## src/hdl/ppp3_pkg.sv

```systemverilog
`timescale 1ns / 1ps
// ============================================================================
// ppp3_pkg
// Shared types and constants of the ASCII PPM (P3) parser.
// ============================================================================
package ppp3_pkg;

    // Result codes carried in the kind field.
    typedef enum logic [1:0] {
        KIND_PIXEL     = 2'd0,
        KIND_BAD_MAGIC = 2'd1,
        KIND_BAD_MAX   = 2'd2
    } t_kind;

    localparam logic [7:0] CHAR_P       = 8'h50;  // 'P'
    localparam logic [7:0] CHAR_THREE   = 8'h33;  // '3'
    localparam logic [7:0] CHAR_HASH    = 8'h23;  // '#'
    localparam logic [7:0] CHAR_NEWLINE = 8'h0A;  // '\n'
    localparam logic [7:0] CHAR_ZERO    = 8'h30;  // '0'
    localparam logic [7:0] CHAR_NINE    = 8'h39;  // '9'

    localparam logic [31:0] MAX_VALUE     = 32'd255;
    localparam logic [1:0]  LAST_CHANNEL  = 2'd2;
    localparam int          CHANNEL_BITS  = 8;
    localparam int          ORIGIN_WIDTH  = 16;
    localparam int          CFG_IDX_WIDTH = 1;

    // Configuration register indexes.
    localparam logic [CFG_IDX_WIDTH-1:0] CFG_X_ORIGIN = 1'd0;
    localparam logic [CFG_IDX_WIDTH-1:0] CFG_Y_ORIGIN = 1'd1;

    // One parser result as produced by the core for a single byte.
    typedef struct packed {
        logic        valid;
        t_kind       kind;
        logic [15:0] x;
        logic [15:0] y;
        logic [31:0] color;
    } t_result;

endpackage

```

## src/hdl/ppp3_in_if.sv

```systemverilog
`timescale 1ns / 1ps
// ============================================================================
// ppp3_in_if
// Byte channel into the parser: valid, ready and one file byte per item.
// ============================================================================
interface ppp3_in_if;
    logic       valid;
    logic       ready;
    logic [7:0] file_byte;
    logic       start_req;

    modport source (output valid, output file_byte, output start_req, input ready);
    modport sink   (input valid, input file_byte, input start_req, output ready);
endinterface

```

## src/hdl/ppp3_out_if.sv

```systemverilog
`timescale 1ns / 1ps
// ============================================================================
// ppp3_out_if
// Result channel out of the parser: pixel or error items.
// ============================================================================
interface ppp3_out_if;
    logic        valid;
    logic        ready;
    logic [1:0]  kind;
    logic [15:0] pixel_x;
    logic [15:0] pixel_y;
    logic [31:0] pixel_color;

    modport source (output valid, output kind, output pixel_x, output pixel_y,
                    output pixel_color, input ready);
    modport sink   (input valid, input kind, input pixel_x, input pixel_y,
                    input pixel_color, output ready);
endinterface

```

## src/hdl/ppm_p3_text_image_parser.sv

```systemverilog
`timescale 1ns / 1ps
// ============================================================================
// ppm_p3_text_image_parser
// Streams an ASCII PPM (P3) file byte by byte and emits screen pixels or error results.
// ============================================================================
//
//  Channel    Direction  Handshake     Payload
//  i_in       in         valid/ready   file_byte[7:0], start_req
//  o_out      out        valid/ready   kind[1:0], pixel_x/y[15:0], pixel_color[31:0]
//  cfg        in         write enable  i_cfg_idx, i_cfg_wdata[15:0]
//
// Each item passes through an input register and then the parser logic, whose
// result lands in the output register, from which it is presented. One item is
// taken per cycle whenever the output register is empty or being drained; the
// output register alone sets the rate. A stall on the output side holds the
// input register, and the input side then drops ready. Reset is synchronous
// and clears the parser and both origins.
//
module ppm_p3_text_image_parser
    import ppp3_pkg::*;
(
    input  logic                     i_clk,
    input  logic                     i_rst_n,
    ppp3_in_if.sink                  i_in,
    ppp3_out_if.source               o_out,
    input  logic                     i_cfg_we,
    input  logic [CFG_IDX_WIDTH-1:0] i_cfg_idx,
    input  logic [ORIGIN_WIDTH-1:0]  i_cfg_wdata
);

    // Screen origin registers.
    logic [15:0] r_x_origin;
    logic [15:0] r_y_origin;

    // Input stage.
    logic       r_in_valid;
    logic [7:0] r_in_byte;
    logic       r_in_start;

    // Output stage.
    logic    r_out_valid;
    t_result r_out;

    logic    advance;
    logic    in_fire;
    t_result core_res;

    // The input item moves on when the output register has room for a result.
    assign advance = r_in_valid && (!r_out_valid || o_out.ready);
    assign i_in.ready = !r_in_valid || advance;
    assign in_fire = i_in.valid && i_in.ready;

    always_ff @(posedge i_clk) begin
        if (!i_rst_n) begin
            r_x_origin <= '0;
            r_y_origin <= '0;
        end else if (i_cfg_we) begin
            case (i_cfg_idx)
                CFG_X_ORIGIN: r_x_origin <= i_cfg_wdata;
                CFG_Y_ORIGIN: r_y_origin <= i_cfg_wdata;
                default: begin
                end
            endcase
        end
    end

    always_ff @(posedge i_clk) begin
        if (!i_rst_n) begin
            r_in_valid <= 1'b0;
        end else if (i_in.ready) begin
            r_in_valid <= i_in.valid;
        end
    end

    always_ff @(posedge i_clk) begin
        if (in_fire) begin
            r_in_byte  <= i_in.file_byte;
            r_in_start <= i_in.start_req;
        end
    end

    ppp3_core u_core (
        .i_clk      (i_clk),
        .i_rst_n    (i_rst_n),
        .i_step     (advance),
        .i_byte     (r_in_byte),
        .i_start    (r_in_start),
        .i_x_origin (r_x_origin),
        .i_y_origin (r_y_origin),
        .o_result   (core_res)
    );

    // Bytes that give no result leave the output register untouched unless it
    // is being drained in the same cycle.
    always_ff @(posedge i_clk) begin
        if (!i_rst_n) begin
            r_out_valid <= 1'b0;
        end else if (advance) begin
            r_out_valid <= core_res.valid;
        end else if (o_out.ready) begin
            r_out_valid <= 1'b0;
        end
    end

    always_ff @(posedge i_clk) begin
        if (advance && core_res.valid) begin
            r_out <= core_res;
        end
    end

    assign o_out.valid       = r_out_valid;
    assign o_out.kind        = r_out.kind;
    assign o_out.pixel_x     = r_out.x;
    assign o_out.pixel_y     = r_out.y;
    assign o_out.pixel_color = r_out.color;

    // Error results carry an all-zero payload.
    a_error_payload_zero: assert property (@(posedge i_clk) disable iff (!i_rst_n)
        (r_out_valid && (r_out.kind != KIND_PIXEL)) |->
        (r_out.x == 16'd0 && r_out.y == 16'd0 && r_out.color == 32'd0))
        else $error("error result with nonzero payload");

    // A blocked input stage keeps its byte until the output side frees up.
    a_in_stage_hold: assert property (@(posedge i_clk) disable iff (!i_rst_n)
        (r_in_valid && !advance) |=> (r_in_valid && $stable(r_in_byte)
        && $stable(r_in_start)))
        else $error("input stage lost a stalled item");

    // A drained result with nothing new behind it empties the output stage.
    a_out_drain: assert property (@(posedge i_clk) disable iff (!i_rst_n)
        (r_out_valid && o_out.ready && !(advance && core_res.valid)) |=> !r_out_valid)
        else $error("output stage repeated a taken result");

endmodule

```

## src/hdl/ppp3_core.sv

```systemverilog
`timescale 1ns / 1ps
// ============================================================================
// ppp3_core
// Parser state and the per-byte next-state and result logic.
// ============================================================================
module ppp3_core
    import ppp3_pkg::*;
(
    input  logic        i_clk,
    input  logic        i_rst_n,
    input  logic        i_step,
    input  logic [7:0]  i_byte,
    input  logic        i_start,
    input  logic [15:0] i_x_origin,
    input  logic [15:0] i_y_origin,
    output t_result     o_result
);

    typedef enum logic [1:0] {
        POS_MAGIC0,
        POS_MAGIC1,
        POS_SKIP,
        POS_BODY
    } t_pos;

    t_pos        r_pos, n_pos, c_pos;
    logic        r_halted, n_halted, c_halted;
    logic        r_comment, n_comment, c_comment;
    logic        r_active, n_active, c_active;
    logic [31:0] r_acc, n_acc, c_acc;
    logic [15:0] r_width, n_width, c_width;
    logic [15:0] r_height, n_height, c_height;
    logic        r_max_seen, n_max_seen, c_max_seen;
    logic [1:0]  r_chan, n_chan, c_chan;
    logic [31:0] r_color, n_color, c_color;
    logic [15:0] r_col, n_col, c_col;
    logic [15:0] r_row, n_row, c_row;

    logic        is_digit;
    logic [3:0]  digit;
    logic [15:0] num_sat;
    logic [15:0] col_inc;
    t_result     res;

    assign is_digit = (i_byte >= CHAR_ZERO) && (i_byte <= CHAR_NINE);
    assign digit    = 4'(i_byte - CHAR_ZERO);
    assign num_sat  = (c_acc[31:16] != 16'd0) ? 16'hFFFF : c_acc[15:0];
    assign col_inc  = c_col + 16'd1;

    always_comb begin
        // A start flag clears the parser before its byte is handled.
        c_pos      = i_start ? POS_MAGIC0 : r_pos;
        c_halted   = i_start ? 1'b0  : r_halted;
        c_comment  = i_start ? 1'b0  : r_comment;
        c_active   = i_start ? 1'b0  : r_active;
        c_acc      = i_start ? '0    : r_acc;
        c_width    = i_start ? '0    : r_width;
        c_height   = i_start ? '0    : r_height;
        c_max_seen = i_start ? 1'b0  : r_max_seen;
        c_chan     = i_start ? '0    : r_chan;
        c_color    = i_start ? '0    : r_color;
        c_col      = i_start ? '0    : r_col;
        c_row      = i_start ? '0    : r_row;

        n_pos      = c_pos;
        n_halted   = c_halted;
        n_comment  = c_comment;
        n_active   = c_active;
        n_acc      = c_acc;
        n_width    = c_width;
        n_height   = c_height;
        n_max_seen = c_max_seen;
        n_chan     = c_chan;
        n_color    = c_color;
        n_col      = c_col;
        n_row      = c_row;
        res        = '0;

        if (!c_halted) begin
            case (c_pos)
                POS_MAGIC0: begin
                    n_pos = POS_MAGIC1;
                    if (i_byte != CHAR_P) begin
                        n_halted  = 1'b1;
                        res.valid = 1'b1;
                        res.kind  = KIND_BAD_MAGIC;
                    end
                end
                POS_MAGIC1: begin
                    n_pos = POS_SKIP;
                    if (i_byte != CHAR_THREE) begin
                        n_halted  = 1'b1;
                        res.valid = 1'b1;
                        res.kind  = KIND_BAD_MAGIC;
                    end
                end
                POS_SKIP: begin
                    n_pos = POS_BODY;
                end
                POS_BODY: begin
                    if (c_comment) begin
                        if (i_byte == CHAR_NEWLINE) begin
                            n_comment = 1'b0;
                        end
                    end else if (i_byte == CHAR_HASH) begin
                        n_comment = 1'b1;
                    end else if (is_digit) begin
                        n_active = 1'b1;
                        n_acc    = (c_acc << 3) + (c_acc << 1) + {28'd0, digit};
                    end else if (c_active) begin
                        // A separator commits the number just built.
                        n_active = 1'b0;
                        n_acc    = '0;
                        if (c_width == 16'd0) begin
                            n_width = num_sat;
                        end else if (c_height == 16'd0) begin
                            n_height = num_sat;
                        end else if (!c_max_seen) begin
                            if (c_acc != MAX_VALUE) begin
                                n_halted  = 1'b1;
                                res.valid = 1'b1;
                                res.kind  = KIND_BAD_MAX;
                            end else begin
                                n_max_seen = 1'b1;
                            end
                        end else begin
                            n_color = (c_color << CHANNEL_BITS) | c_acc;
                            if (c_chan == LAST_CHANNEL) begin
                                n_chan    = '0;
                                res.valid = 1'b1;
                                res.kind  = KIND_PIXEL;
                                res.x     = i_x_origin + c_col;
                                res.y     = i_y_origin + c_row;
                                res.color = n_color;
                                if (col_inc >= c_width) begin
                                    n_col = '0;
                                    n_row = c_row + 16'd1;
                                end else begin
                                    n_col = col_inc;
                                end
                            end else begin
                                n_chan = c_chan + 2'd1;
                            end
                        end
                    end
                end
                default: begin
                    n_pos = POS_MAGIC0;
                end
            endcase
        end
    end

    assign o_result = res;

    always_ff @(posedge i_clk) begin
        if (!i_rst_n) begin
            r_pos      <= POS_MAGIC0;
            r_halted   <= 1'b0;
            r_comment  <= 1'b0;
            r_active   <= 1'b0;
            r_acc      <= '0;
            r_width    <= '0;
            r_height   <= '0;
            r_max_seen <= 1'b0;
            r_chan     <= '0;
            r_color    <= '0;
            r_col      <= '0;
            r_row      <= '0;
        end else if (i_step) begin
            r_pos      <= n_pos;
            r_halted   <= n_halted;
            r_comment  <= n_comment;
            r_active   <= n_active;
            r_acc      <= n_acc;
            r_width    <= n_width;
            r_height   <= n_height;
            r_max_seen <= n_max_seen;
            r_chan     <= n_chan;
            r_color    <= n_color;
            r_col      <= n_col;
            r_row      <= n_row;
        end
    end

endmodule
```

## src/flat_wrapper.sv

```systemverilog
// flat-port wrapper written by rule: the top's interface ports become plain ports
module ppm_p3_text_image_parser_flat import ppp3_pkg::*;
  (i_clk, i_rst_n, i_cfg_we, i_cfg_idx, i_cfg_wdata, i_in_valid, i_in_file_byte, i_in_start_req, i_in_ready, o_out_valid, o_out_kind, o_out_pixel_x, o_out_pixel_y, o_out_pixel_color, o_out_ready);
  ppp3_in_if i_in_i ();
  ppp3_out_if o_out_i ();
  input  logic i_clk;
  input  logic i_rst_n;
  input  logic i_cfg_we;
  input  logic [CFG_IDX_WIDTH-1:0] i_cfg_idx;
  input  logic [ORIGIN_WIDTH-1:0] i_cfg_wdata;
  input wire logic [$bits(i_in_i.valid)-1:0] i_in_valid;
  input wire logic [$bits(i_in_i.file_byte)-1:0] i_in_file_byte;
  input wire logic [$bits(i_in_i.start_req)-1:0] i_in_start_req;
  output wire logic [$bits(i_in_i.ready)-1:0] i_in_ready;
  output wire logic [$bits(o_out_i.valid)-1:0] o_out_valid;
  output wire logic [$bits(o_out_i.kind)-1:0] o_out_kind;
  output wire logic [$bits(o_out_i.pixel_x)-1:0] o_out_pixel_x;
  output wire logic [$bits(o_out_i.pixel_y)-1:0] o_out_pixel_y;
  output wire logic [$bits(o_out_i.pixel_color)-1:0] o_out_pixel_color;
  input wire logic [$bits(o_out_i.ready)-1:0] o_out_ready;
  assign i_in_i.valid = i_in_valid;
  assign i_in_i.file_byte = i_in_file_byte;
  assign i_in_i.start_req = i_in_start_req;
  assign i_in_ready = i_in_i.ready;
  assign o_out_valid = o_out_i.valid;
  assign o_out_kind = o_out_i.kind;
  assign o_out_pixel_x = o_out_i.pixel_x;
  assign o_out_pixel_y = o_out_i.pixel_y;
  assign o_out_pixel_color = o_out_i.pixel_color;
  assign o_out_i.ready = o_out_ready;
  ppm_p3_text_image_parser u_core (.i_clk(i_clk), .i_rst_n(i_rst_n), .i_in(i_in_i), .o_out(o_out_i), .i_cfg_we(i_cfg_we), .i_cfg_idx(i_cfg_idx), .i_cfg_wdata(i_cfg_wdata));
endmodule
```

## config.mk

```make
export PLATFORM = sky130hd
export DESIGN_NAME = ppm_p3_text_image_parser_flat
export DESIGN_NICKNAME = d
export VERILOG_FILES = /design/src/hdl/ppp3_pkg.sv /design/src/hdl/ppp3_in_if.sv /design/src/hdl/ppp3_out_if.sv /design/src/hdl/ppm_p3_text_image_parser.sv /design/src/hdl/ppp3_core.sv /design/src/flat_wrapper.sv
export SDC_FILE = /design/constraint.sdc
export NUM_CORES = 1
export LEC_CHECK = 0
export BUFFER_PORTS_ARGS = -buffer_cell sky130_fd_sc_hd__buf_2
export CORE_ASPECT_RATIO = 2
export CORE_UTILIZATION = 45
export CTS_CLUSTER_SIZE = 14
export DETAILED_ROUTE_END_ITERATION = 16
export PLACE_DENSITY = 0.7
export SLEW_MARGIN = 20
export SYNTH_ARGS = -nofsm -noshare
export SYNTH_HDL_FRONTEND = slang
export SYNTH_SLANG_ARGS = --single-unit
export TNS_END_PERCENT = 10
```

## constraint.sdc

```tcl
create_clock -name i_clk -period 5.5 [get_ports i_clk]
set_clock_uncertainty 0.2 [all_clocks]
set_input_delay 0.825 -clock i_clk [delete_from_list [all_inputs] [get_ports i_clk]]
set_output_delay 0.825 -clock i_clk [all_outputs]
set_load 0.02 [all_outputs]
```

==> impl_metrics.csv <==
group,metric,value,unit
pwr,clkPwrFrac,0.423,
logic_synthesis,avgSynthCellArea,8.39,um^2
global_route,grt_pass1_wl,72.1,mm
timing,period_minus_slack,5.09,ns
logic_synthesis,ys.warnings.count,0,
timing,slew_headroom,0.373,
setup_path,critPathArrivalTime,5.30,ns
pwr,intPower,2.77,mW
global_route,grt-ovfl-total,0,
setup_path,critPathCaptureType,"register",
layout,multi_input_area,8310,um^2
layout,final_common_cell,"nor2_1",
pwr,switching_share,0.248,
placed_design,dpl_cell_area,15200,um^2
min_path,hold_end,"u_core.u_core.r_color[21]",
routing,viasPerCell,6.03,
timing,final_hold_viol_count,0,
placed_design,numPortBuffers,98,
logic_synthesis,ys_types,77,
timing,tightest_slew,0.941,ns
cts,htreeDepth,1,
cts,holdBufCountCts,0,
global_route,grt.total_usage,0.293,
timing,rsz0062_at_grt,"no",
logic_synthesis,synth_edf_count,75,
logic_synthesis,ys_seq_area_frac,0.387,
logic_synthesis,ys.flop_type,"dfxtp_1",
timing,maxSlewViolCount,0,
routing,drtPass1Iterations,6,
placed_design,dp.final_hpwl,35.7,mm
cts,cts_tree,"yes",
timing,finalCritPeriodShare,0.925,
floorplan,coreArea,31000,um^2
outcome,status,"complete, no violations",
logic_synthesis,postSynthCellCount,1693,
pwr,power_density,232,nW/um^2
timing,finalSetupTns,0,ns
logic_synthesis,syn_area,14200,um^2
setup_path,rrSetupSlack,0.41,ns
logic_synthesis,synth_top_area_share,0.228,
layout,diodes,0,
logic_synthesis,ys_ff_latch,237,
routing,ant_nets,0,
logic_synthesis,syn_nets,1833,
pwr,p_switching,0.914,mW
placed_design,dp_slack,0.472,ns
floorplan,io_pins,99,
setup_path,worst-path-max-fanout,19,
setup_path,crit_required,5.72,ns
cts,cts_made_buffers,22,
logic_synthesis,ys_top_cells_by_area,"dfxtp_1 23%, edfxtp_1 16%, ha_1 9.3%",
pwr,power,3.69,mW
global_route,grt_max_degree,65,
min_path,holdPathStages,2,
cts,insertion_delay,0.53,ns
setup_path,cp-start-kind,"register",
floorplan,start_util,0.459,
layout,fill_cells,2954,
global_route,antenna_found_initial,0,
layout,area_growth_syn_to_layout,11.9,%
min_path,hold_start,"u_core.u_core.r_color[21]",
logic_synthesis,synth_async_sr_flop_share,0,
cts,post_cts_resize_count,0,
pwr,p_seq_frac,0.505,
routing,wl_per_cell,21.5,um
layout,seqCellArea,5500,um^2
timing,fmax,197,MHz
pwr,p_comb_frac,0.072,
layout,final_area,15900,um^2
min_path,hold_path_class,"register to register",
floorplan,std_cell_rows,91,
timing,setup_viol,0,
cts,clock_path_buffers,3,
routing,first_iter_violations,893,
setup_path,r2r-start,"u_core.r_in_start",
timing,setup_ws,0.413,ns
pwr,peakVddDrop,0.186,mV
layout,fin_util,0.513,
floorplan,die_area,32300,um^2
layout,layout_common_cells,"233 x nor2_1, 184 x nand2_1, 162 x dfxtp_1",
setup_path,path_class,"register to register",
routing,route.final.wire_length,47.3,mm
logic_synthesis,yosys.area.top_type,"dfxtp_1",
cts,cts.sinks,237,
flow_run,cap_violations,0,
placed_design,gp_congestion,1.01,
routing,drc,0,
routing,vias,13200,
setup_path,r2r_cells,11,
floorplan,die_w,128,um
layout,final_nets,1900,
cts,cts_setup_buffers,0,
cts,path_clk_slew,0.07,ns
pwr,p_leak,6.39,nW
floorplan,fp.dieH,253,um
layout,drive_gt1_frac,0.107,
setup_path,reg2reg_to,"u_core.u_core.r_acc[28]",
cts,cts_root_buffer,"clkbuf_16",
global_route,grt_pass1_vias,13000,
-- sequential cells by signal (all words and copies together), names as in the netlist --
signal and cells:
u_core.u_core.r_col 16, u_core.u_core.r_color 24, u_core.u_core.r_halted 1, u_core.r_in_valid 1
u_core.u_core.r_active 1, u_core.u_core.r_width 16, u_core.u_core.r_row 16, u_core.r_in_start 1
u_core.o_out.pixel_y 16, u_core.u_core.r_pos 2, u_core.o_out.valid 1, u_core.u_core.r_chan 2
u_core.o_out.pixel_x 16, u_core.u_core.r_comment 1, u_core.u_core.r_max_seen 1, u_core.r_y_origin 16
u_core.r_in_byte 8, u_core.u_core.r_acc 32, u_core.o_out.pixel_color 32, u_core.r_x_origin 16
u_core.o_out.kind 2, u_core.u_core.r_height 16
-- final cells by class --
cell class / count / share of cell area
Clock buffer: 36 / 0.0438
Clock inverter: 4 / 0.00134
Inverter: 25 / 0.00598
Multi-Input combinational cell: 1340 / 0.522
Sequential cell: 237 / 0.346
Tap cell: 418 / 0.0329
Timing Repair Buffer: 134 / 0.0479
-- layer usage --
metal / track usage / part of all wire / routed length [um]
met1: 0.265 / 0.32 / 15200
met2: 0.552 / 0.53 / 24900
met3: 0.0418 / 0.050 / 2340
met4: 0.268 / 0.10 / 4840
met5: 0 / 0 / 0
-- stage by stage --
stage / hold WS [ns] / std cells
2_1_floorplan: 0.232 / 1693
3_3_place_gp: 0.243 / 2154
3_5_place_dp: 0.249 / 2154
4_1_cts: 0.259 / 2194
5_1_grt: 0.272 / 2194
6_report: 0.259 / 2194
-- critical path, cell delays in order (launching register included) --
cell and delay [ns]:
edfxtp_1 0.72, nor2b_1 0.52, fa_1 0.55, fa_1 0.50, a211oi_1 0.35, o211ai_1 0.20, a221oi_1 0.60, o211a_1 0.34
o21ai_0 0.25, a21boi_0 0.44, mux2i_1 0.24, nand2_1 0.06
-- cells by family after synthesis --
logic type                 Yosys count  share of synthesized area
AOI/OAI and AO/OA                  444                      0.199
xor gates and xnor gates            67                     0.0413
adders and majority gates          110                     0.0989
buffers and inverters              116                     0.0310
DFF                                237                      0.387
muxes                                5                    0.00352
and+or+nand+nor                    714                      0.239
-- cell usage after synthesis (4+ instances only) --
| library cell | n |
|---|---|
| a211o_1 | 8 |
| a211oi_1 | 20 |
| a21o_1 | 26 |
| a21oi_1 | 154 |
| a221oi_1 | 5 |
| a22o_1 | 5 |
| a22oi_1 | 38 |
| a31oi_1 | 10 |
| a41oi_1 | 7 |
| and2_1 | 26 |
| and3_1 | 22 |
| buf_1 | 4 |
| buf_2 | 4 |
| clkbuf_1 | 83 |
| dfxtp_1 | 162 |
| edfxtp_1 | 75 |
| fa_1 | 4 |
| ha_1 | 105 |
| inv_1 | 23 |
| mux2i_1 | 5 |
| nand2_1 | 184 |
| nand2b_1 | 15 |
| nand3_1 | 41 |
| nand3b_1 | 4 |
| nand4_1 | 19 |
| nor2_1 | 233 |
| nor2b_1 | 58 |
| nor3_1 | 44 |
| nor3b_1 | 10 |
| nor4_1 | 24 |
| o2111ai_1 | 8 |
| o211ai_1 | 15 |
| o21a_1 | 10 |
| o21ai_0 | 87 |
| o21bai_1 | 5 |
| o22ai_1 | 5 |
| o31a_1 | 4 |
| o31ai_1 | 11 |
| or2_2 | 5 |
| or3_1 | 10 |
| xnor2_1 | 33 |
| xor2_1 | 34 |
-- worst max path at each step --
stage                                    endpoint  slack [ns]  cells past startpoint         startpoint
final                     u_core.u_core.r_acc[28]        0.41                     11  u_core.r_in_start
after global routing      u_core.u_core.r_acc[28]        0.14                     11  u_core.r_in_start
after CTS                 u_core.u_core.r_acc[28]        0.45                     11  u_core.r_in_start
after detailed placement  u_core.u_core.r_acc[28]        0.47                     11  u_core.r_in_start
after global placement    u_core.u_core.r_acc[28]        0.67                     11  u_core.r_in_start
after floorplan           u_core.u_core.r_row[13]        0.93                     19  u_core.r_in_start
-- power groups by stage --
stage	clock network (mW)	logic, mW	registers, mW
4_1_cts	1.58	0.259	1.86
6_report	1.56	0.264	1.86
5_1_grt	1.65	0.283	1.87
3_3_place_gp	0	0.256	1.90
2_1_floorplan	0	0.149	1.91
3_5_place_dp	0	0.259	1.90
Note: power is estimated with default switching activity, not from simulation.
